$ cat config.mk
export PLATFORM = sky130hd
export DESIGN_NAME = regex_quantifier_parser
export DESIGN_NICKNAME = d
export VERILOG_FILES = /design/src/rqp_pkg.sv /design/src/rqp_step.sv /design/src/regex_quantifier_parser.sv
export SDC_FILE = /design/constraint.sdc
export NUM_CORES = 1
export LEC_CHECK = 0
export ABC_CLOCK_PERIOD_IN_PS = 5500
export BUFFER_PORTS_ARGS = -buffer_cell sky130_fd_sc_hd__buf_4
export CORE_ASPECT_RATIO = 0.7
export CORE_UTILIZATION = 45
export CTS_CLUSTER_SIZE = 16
export DETAILED_ROUTE_END_ITERATION = 16
export PLACE_DENSITY = 0.63
export SYNTH_ARGS = -nofsm -noshare
export SYNTH_HDL_FRONTEND = slang
export SYNTH_HIERARCHICAL = 1
export SYNTH_SLANG_ARGS = --single-unit
$ cat constraint.sdc
create_clock -name clk_i -period 5.5 [get_ports clk_i]
set_input_delay 0.275 -clock clk_i [delete_from_list [all_inputs] [get_ports clk_i]]
set_output_delay 0.275 -clock clk_i [all_outputs]
set_load 0.005 [all_outputs]
$ cat src/rqp_pkg.sv
`timescale 1ns / 1ps

package rqp_pkg;

  localparam int unsigned ChrW   = 21;
  localparam int unsigned CountW = 30;

  // A count that has reached this value takes no further digit.
  localparam logic [CountW-1:0] BIG_LIMIT = CountW'(100000000);

  localparam logic [ChrW-1:0] CH_STAR   = ChrW'(8'h2A);
  localparam logic [ChrW-1:0] CH_PLUS   = ChrW'(8'h2B);
  localparam logic [ChrW-1:0] CH_QUEST  = ChrW'(8'h3F);
  localparam logic [ChrW-1:0] CH_LBRACE = ChrW'(8'h7B);
  localparam logic [ChrW-1:0] CH_RBRACE = ChrW'(8'h7D);
  localparam logic [ChrW-1:0] CH_COMMA  = ChrW'(8'h2C);
  localparam logic [ChrW-1:0] CH_ZERO   = ChrW'(8'h30);
  localparam logic [ChrW-1:0] CH_NINE   = ChrW'(8'h39);

  typedef enum logic [5:0] {
    PH_IDLE   = 6'b000001,
    PH_BRACE  = 6'b000010,
    PH_LOW    = 6'b000100,
    PH_COMMA  = 6'b001000,
    PH_HIGH   = 6'b010000,
    PH_SUFFIX = 6'b100000
  } phase_e;

  typedef enum logic [2:0] {
    ST_OK      = 3'd0,
    ST_NOTQ    = 3'd1,
    ST_BIG     = 3'd2,
    ST_ORDER   = 3'd3,
    ST_NOTHING = 3'd4
  } status_e;

  typedef enum logic [1:0] {
    MODE_GREEDY     = 2'd0,
    MODE_LAZY       = 2'd1,
    MODE_POSSESSIVE = 2'd2
  } mode_e;

  typedef struct packed {
    logic [ChrW-1:0] chr;
    logic            end_of_pattern;
    logic            has_operand;
  } in_t;

  typedef struct packed {
    logic              consumed;
    logic              done_res;
    status_e           status;
    logic [CountW-1:0] min_count;
    logic [CountW-1:0] max_count;
    logic              max_unbounded;
    mode_e             repeat_mode;
    logic              unit_repeat;
  } out_t;

  typedef struct packed {
    phase_e            phase;
    logic [CountW-1:0] accumulator;
    logic [CountW-1:0] lower_bound;
    logic              upper_unbounded;
    logic              operand_ok;
  } state_t;

endpackage

$ cat src/rqp_step.sv
`timescale 1ns / 1ps

module rqp_step import rqp_pkg::*; (
  input  state_t st_i,
  input  in_t    beat_i,
  output state_t st_o,
  output out_t   res_o
);

  logic              is_digit;
  logic              is_comma;
  logic              is_rbrace;
  logic [CountW-1:0] dig_val;
  logic [CountW-1:0] acc_next;
  logic              acc_big;

  assign is_digit  = !beat_i.end_of_pattern && (beat_i.chr >= CH_ZERO) &&
                     (beat_i.chr <= CH_NINE);
  assign is_comma  = !beat_i.end_of_pattern && (beat_i.chr == CH_COMMA);
  assign is_rbrace = !beat_i.end_of_pattern && (beat_i.chr == CH_RBRACE);
  assign dig_val   = CountW'(beat_i.chr[3:0]);
  assign acc_big   = st_i.accumulator >= BIG_LIMIT;
  // Times ten as two shifted copies; the value stays below 2^30 when not too big.
  assign acc_next  = (st_i.accumulator << 3) + (st_i.accumulator << 1) + dig_val;

  always_comb begin
    st_o  = st_i;
    res_o = '0;
    res_o.status      = ST_OK;
    res_o.repeat_mode = MODE_GREEDY;
    unique case (st_i.phase) inside
      PH_BRACE: begin
        if (!is_digit) begin
          st_o.phase     = PH_IDLE;
          res_o.done_res = 1'b1;
          res_o.status   = ST_NOTQ;
        end else begin
          st_o.accumulator = dig_val;
          st_o.phase       = PH_LOW;
          res_o.consumed   = 1'b1;
        end
      end
      PH_LOW, PH_HIGH: begin
        if (is_digit) begin
          if (acc_big) begin
            st_o.phase     = PH_IDLE;
            res_o.done_res = 1'b1;
            res_o.status   = ST_BIG;
          end else begin
            st_o.accumulator = acc_next;
            res_o.consumed   = 1'b1;
          end
        end else if (is_comma && st_i.phase == PH_LOW) begin
          st_o.lower_bound     = st_i.accumulator;
          st_o.accumulator     = '0;
          st_o.upper_unbounded = 1'b1;
          st_o.phase           = PH_COMMA;
          res_o.consumed       = 1'b1;
        end else if (is_rbrace) begin
          res_o.consumed = 1'b1;
          if (st_i.phase == PH_LOW) begin
            st_o.lower_bound     = st_i.accumulator;
            st_o.upper_unbounded = 1'b0;
          end
          // In the upper digits the bound is finite, so order is checked here.
          if (st_i.phase == PH_HIGH && !st_i.upper_unbounded &&
              st_i.accumulator < st_i.lower_bound) begin
            st_o.phase     = PH_IDLE;
            res_o.done_res = 1'b1;
            res_o.status   = ST_ORDER;
          end else if (!st_i.operand_ok) begin
            st_o.phase     = PH_IDLE;
            res_o.done_res = 1'b1;
            res_o.status   = ST_NOTHING;
          end else begin
            st_o.phase = PH_SUFFIX;
          end
        end else begin
          st_o.phase     = PH_IDLE;
          res_o.done_res = 1'b1;
          res_o.status   = ST_NOTQ;
        end
      end
      PH_COMMA: begin
        if (is_digit) begin
          st_o.accumulator     = dig_val;
          st_o.upper_unbounded = 1'b0;
          st_o.phase           = PH_HIGH;
          res_o.consumed       = 1'b1;
        end else if (is_rbrace) begin
          st_o.accumulator     = '0;
          st_o.upper_unbounded = 1'b1;
          res_o.consumed       = 1'b1;
          if (!st_i.operand_ok) begin
            st_o.phase     = PH_IDLE;
            res_o.done_res = 1'b1;
            res_o.status   = ST_NOTHING;
          end else begin
            st_o.phase = PH_SUFFIX;
          end
        end else begin
          st_o.phase     = PH_IDLE;
          res_o.done_res = 1'b1;
          res_o.status   = ST_NOTQ;
        end
      end
      PH_SUFFIX: begin
        st_o.phase           = PH_IDLE;
        res_o.done_res       = 1'b1;
        res_o.min_count      = st_i.lower_bound;
        res_o.max_count      = st_i.upper_unbounded ? '0 : st_i.accumulator;
        res_o.max_unbounded  = st_i.upper_unbounded;
        if (!beat_i.end_of_pattern && beat_i.chr == CH_QUEST) begin
          res_o.consumed    = 1'b1;
          res_o.repeat_mode = MODE_LAZY;
        end else if (!beat_i.end_of_pattern && beat_i.chr == CH_PLUS) begin
          res_o.consumed    = 1'b1;
          res_o.repeat_mode = MODE_POSSESSIVE;
        end
        // Equal bounds leave nothing for laziness or possessiveness to change.
        if (!st_i.upper_unbounded && st_i.accumulator == st_i.lower_bound) begin
          res_o.repeat_mode = MODE_GREEDY;
        end
        res_o.unit_repeat = !st_i.upper_unbounded &&
                            st_i.lower_bound == CountW'(1) &&
                            st_i.accumulator == CountW'(1);
      end
      default: begin
        st_o.phase = PH_IDLE;
        if (beat_i.end_of_pattern) begin
          res_o.done_res = 1'b1;
          res_o.status   = ST_NOTQ;
        end else begin
          st_o.operand_ok = beat_i.has_operand;
          if (beat_i.chr == CH_LBRACE) begin
            st_o.accumulator     = '0;
            st_o.lower_bound     = '0;
            st_o.upper_unbounded = 1'b0;
            st_o.phase           = PH_BRACE;
            res_o.consumed       = 1'b1;
          end else if (beat_i.chr == CH_STAR || beat_i.chr == CH_PLUS ||
                       beat_i.chr == CH_QUEST) begin
            st_o.lower_bound     = (beat_i.chr == CH_PLUS) ? CountW'(1) : '0;
            st_o.accumulator     = (beat_i.chr == CH_QUEST) ? CountW'(1) : '0;
            st_o.upper_unbounded = (beat_i.chr != CH_QUEST);
            res_o.consumed       = 1'b1;
            if (!beat_i.has_operand) begin
              res_o.done_res = 1'b1;
              res_o.status   = ST_NOTHING;
            end else begin
              st_o.phase = PH_SUFFIX;
            end
          end else begin
            res_o.done_res = 1'b1;
            res_o.status   = ST_NOTQ;
          end
        end
      end
    endcase
  end

endmodule

$ cat src/regex_quantifier_parser.sv
`timescale 1ns / 1ps
// The result for a character is registered and appears in the cycle after its beat is accepted.
// Throughput: one character per cycle; the parse state and the result register
// are both updated in the cycle of acceptance, so input is held only while a
// result waits and the output side stalls.
// Reset (rst_ni low, asynchronous) returns the parser to idle with cleared counts.
module regex_quantifier_parser import rqp_pkg::*; (
  input  logic clk_i,
  input  logic rst_ni,
  input  logic in_valid_i,
  output logic in_stall_o,
  input  in_t  in_data_i,
  output logic out_valid_o,
  input  logic out_stall_i,
  output out_t out_data_o
);

  state_t state_q, state_d;
  out_t   res_q, res_d;
  logic   out_valid_q;
  logic   accept;

  assign in_stall_o = out_valid_q && out_stall_i;
  assign accept     = in_valid_i && !in_stall_o;

  rqp_step u_step (
    .st_i   (state_q),
    .beat_i (in_data_i),
    .st_o   (state_d),
    .res_o  (res_d)
  );

  always_ff @(posedge clk_i or negedge rst_ni) begin
    if (!rst_ni) begin
      state_q     <= '{phase: PH_IDLE, accumulator: '0, lower_bound: '0,
                       upper_unbounded: 1'b0, operand_ok: 1'b0};
      out_valid_q <= 1'b0;
    end else if (accept) begin
      state_q     <= state_d;
      out_valid_q <= 1'b1;
    end else if (!out_stall_i) begin
      out_valid_q <= 1'b0;
    end
  end

  always_ff @(posedge clk_i) begin
    if (accept) begin
      res_q <= res_d;
    end
  end

  assign out_valid_o = out_valid_q;
  assign out_data_o  = res_q;

endmodule

# Word-level counts from Yosys, hierarchy flattened
# Index checks and enable logic that the tools add are counted.
# W data, S select, Z words.
dict set report word_totals {
  regBits 138
  input_bits 27
  wordCells 145
}
dict set report classes {
  n_addsub 2
  n_lt_le_gt_ge 4
  eq_ne 27
  mux 58
  n_bitwise 5
  n_reduce_logical 34
}
# cell count
set ops {}
lappend ops {{$mux W67} 2}
lappend ops {{$mux W31} 4}
lappend ops {{$mux W30} 4}
lappend ops {{$pmux W30 S4} 1}
lappend ops {{$eq A21 B6 Y1 const B} 4}
lappend ops {{$mux W36} 2}
lappend ops {{$mux W68} 1}
lappend ops {{$eq A30 B1 Y1 const B} 2}
lappend ops {{$pmux W30 S2} 1}
lappend ops {{$mux W4} 12}
lappend ops {{$eq A21 B7 Y1 const B} 2}
lappend ops {{$mux W6} 7}
lappend ops {{$add A30 B30 Y30} 1}
lappend ops {{$add A30 B4 Y30} 1}
lappend ops {{$eq A30 B30 Y1} 1}
lappend ops {{$ge A30 B27 Y1 const B} 1}
lappend ops {{$lt A30 B30 Y1} 1}
lappend ops {{$pmux W6 S4} 1}
lappend ops {{$ge A21 B6 Y1 const B} 1}
lappend ops {{$le A21 B6 Y1 const B} 1}
lappend ops {{$ne A21 B6 Y1 const B} 1}
lappend ops {{$mux W1} 17}
lappend ops {{$reduce_and A8 Y1} 2}
lappend ops {{$ne A3 B1 Y1 const B} 5}
lappend ops {{other kinds (28)} 55}

# Depth between registers and ports, before layout
dict set report logic_depth {
  ltp_word 8
  ltp_mapped 13
  mapped_depth_nobuf 13
}

# By module
# The synthesis kept the hierarchy.
# module instances cells_each area_per_inst_um2 seq_area_each_um2
set modules_own_cells {}
lappend modules_own_cells {regex_quantifier_parser 1 216 4657.0 3799.9}
lappend modules_own_cells {rqp_step 1 655 4384.2 0.0}

# Least setup slack after synthesis
# OpenSTA, ideal clock, no wires.
dict set report synth_timing {
  kind {reg-to-reg}
  startpoint {register state_q[32] in the netlist's numbering}
  endpoint {register state_q[58] in the netlist's numbering}
  setup_time_ps 127
  arrival_ps 3417
  required_time_ps 5373
  path_slack_ps 1956
  stages_incl_launch_ff 14
  synth_period_minus_slack_ps 3544
  path_cell_list {dfrtp_1 > inv_1 > fa_1 > inv_1 > fa_1 > a21oi_1 > o211ai_1 > a221o_1 > o21a_1 > a41oi_1 > o21ai_0 > mux2i_1 > o21ai_0 > mux2_1}
}
# item line_no
set synth_rtl {}
lappend synth_rtl {{start: declaration} regex_quantifier_parser.sv:18} ;# state_t state_q, state_d;
lappend synth_rtl {{start signal: assignment} regex_quantifier_parser.sv:35} ;# state_q <= '{phase: PH_IDLE, accumulator: '0, lower_bound: '0,
lappend synth_rtl {{start signal: assignment} regex_quantifier_parser.sv:39} ;# state_q <= state_d;

==> reports/metrics.cfg <==
[status]
status=finished, violations left
violations=hold timing

[sta]
setup_viol=0
tightest_slew_ns=1.19
rsz0062_at_grt=no
clock_skew_ns=0.0111
slew_viol_final=0
holdWs_ns=-0.0238
relSlewSlack_pct=20.4
post-route-period-util_pct=72.6
period_minus_slack_ns=3.99
tns_ns=0
hold_viol_final=2
max_freq_mhz=250

[setup_path]
worst_setup_path_start_kind=flop
cp.required_ns=5.81
crit_fanout=6
end_kind=flop
crit_arrival_ns=4.30
ff2ff_setup_slack_ns=1.51
worstSetupPathType=reg2reg
r2r_start=state_q[32]
r2r_cells=13
reg2reg_to=state_q[56]

[logic_synthesis]
ys_warn_count=6
async_flop_share_pct=50.0
ys_top_cells_by_area=edfxtp_1, dfrtp_1, ha_1
postSynthCellCount=871
synth_top_area_share_pct=22.9
synthFlopType=edfxtp_1
ys_ff_latch=138
yosysSeqAreaShare_pct=42.0
avgSynthCellArea_um2=10.4
yosysMostFrequentCell=ha_1
yosys-top-cells-count=ha_1, edfxtp_1, dfrtp_1, nand2_1, nor2_1
netlist-cell-type-count=68
yosys.area.top_type=edfxtp_1
synthesis.area_um2=9040
synth-edff-count=69
synth_fp_nets=984

[placed_design]
dp_hpwl_um=16300
portBuffers=97
gp_congestion=0.874
numPlacedInstances=1207

[global_route]
grt_antenna_before_repair=0
first_global_vias=6459
overflow=0
grt_first_pass_wirelength_um=36300
grt_usage_pct=23.2
grt_max_degree=138

[floorplan]
start_util_pct=46.9
ios=98
die-area_um2=20700
die_y_um=121
core-area_um2=19300
core.rowCount=42
die_w_um=171

[worst_hold_path]
hp-class=in2async

[detailed_routing]
drt_first_pass_iters=5
avgViaCountPerCell=5.79
wirelength_um=23100
vias=7168
drt_iter0_drc=603
drtAntennaViolNets=0
route.detailed.wl_per_inst_um=18.7
drc=0

[clock_tree]
cts_buffers=17
cts_root_buffer=clkbuf_16
cts_buffer_depth=2
h-tree-depth=4
cts_hold_buf=0
cts_setup_buffers=0
cts_resized=0
cts_tree=done
cts.clk_slew.worst_paths_ns=0.07
clk_latency_ns=0.43
cts_sinks=138

[layout]
syn_to_final_growth_pct=16.9
layout-drive-gt1-share_pct=21.4
stdcell_count=1239
fin_nets=1075
antennaDiodeCount=0

[flow_run]
cap_violations=0

[power_and_ir_drop]
powerDensity_nw_per_um2=224
peakVddDrop_uv=200
p_leak_nw=4.80

-- sequential cells by signal, summed over array words and instances, names as in the netlist --
register / count
out_data_o: 69
out_valid_o: 1
state_q: 68
-- metal layers --
| metal | vias up | track usage (%) | routed length, µm |
|---|---|---|---|
| li1 | 3417 | - | - |
| met1 | 3492 | 37.2 | 11900 |
| met2 | 245 | 31.0 | 9410 |
| met3 | 14 | 4.94 | 1580 |
| met4 | 0 | 5.58 | 197 |
| met5 | - | 0 | 0 |
-- final cells by class --
| cell class | instances | area (µm²) |
|---|---|---|
| fill | 1674 | 8720 |
| multi-input combinational | 649 | 4870 |
| sequential | 138 | 3800 |
| timing repair buffer | 103 | 786 |
| clock buffer | 17 | 425 |
| tap | 264 | 330 |
| inverter | 53 | 199 |
| clock inverter | 15 | 156 |
-- how the worst max path moves through the flow --
stage / start / to / depth (start not counted)
2_1_floorplan: state_q[32] / state_q[58] / 13
3_3_place_gp: state_q[32] / state_q[56] / 13
3_5_place_dp: state_q[32] / state_q[56] / 13
4_1_cts: state_q[32] / state_q[56] / 13
5_1_grt: state_q[34] / state_q[56] / 13
6_report: state_q[32] / state_q[56] / 13
-- report_power, final --
group / switching (mW) / internal (mW)
registers: 0.00857 / 1.11
clock network: 0.491 / 0.638
logic: 0.0625 / 0.0538
-- worst max-delay path: stages, from the launching register on --
cell	delay, ns
dfrtp_1	0.44
inv_1	0.13
fa_1	0.54
inv_1	0.08
fa_1	0.46
a21oi_1	0.27
o211ai_1	0.15
a221o_1	0.40
o21a_1	0.29
a41oi_1	0.32
o21ai_0	0.23
xnor2_1	0.17
o21ai_0	0.08
mux2_1	0.31
-- logic make-up after synthesis --
logic type	count (synthesis)	synth area share, %
AND/OR/NAND/NOR	265	15.4
AO/OA/AOI/OAI	199	14.9
flip-flops	138	42.0
adder cells (fa/ha/maj)	86	12.1
buffers and inverters	84	4.10
multiplexers	71	8.82
XOR/XNOR	28	2.71
-- placed cells by master (no fill, tap or decap), types with 3 or more instances in the layout --
cell type / n
a211oi_1: 6
a21o_1: 16
a21oi_1: 44
a22o_1: 33
a22oi_1: 4
a31oi_1: 5
a41oi_1: 3
and2_1: 36
and3_1: 4
and3b_1: 4
buf_4: 102
clkbuf_16: 17
clkinvlp_4: 3
dfrtp_1: 68
edfxtp_1: 69
ha_1: 84
inv_1: 52
inv_6: 5
mux2_1: 9
mux2_2: 60
nand2_1: 65
nand3_1: 17
nand3b_1: 3
nand4_1: 16
nor2_1: 63
nor2b_1: 6
nor3_1: 15
nor4_1: 17
nor4_4: 3
o211ai_1: 8
o21a_1: 5
o21ai_0: 51
o21bai_1: 3
or3_1: 4
xnor2_1: 16
xor2_1: 12
-- per-stage QoR --
step                      util (%)  instance area [µm²]  power [mW]  worst slack [ns]  hold WS [ns]
after CTS                     54.8                10600        2.38              1.53        0.0233
final                         54.8                10600        2.36              1.51       -0.0238
after detailed placement      51.8                 9990        1.26              1.56         0.482
after global routing          54.8                10600        2.44              1.23        0.0439
after global placement        51.8                 9990        1.25              1.67         0.482
after floorplan                  -                 9040        1.19              1.96       -0.0206
No activity file was read; power rests on OpenSTA's default activity.
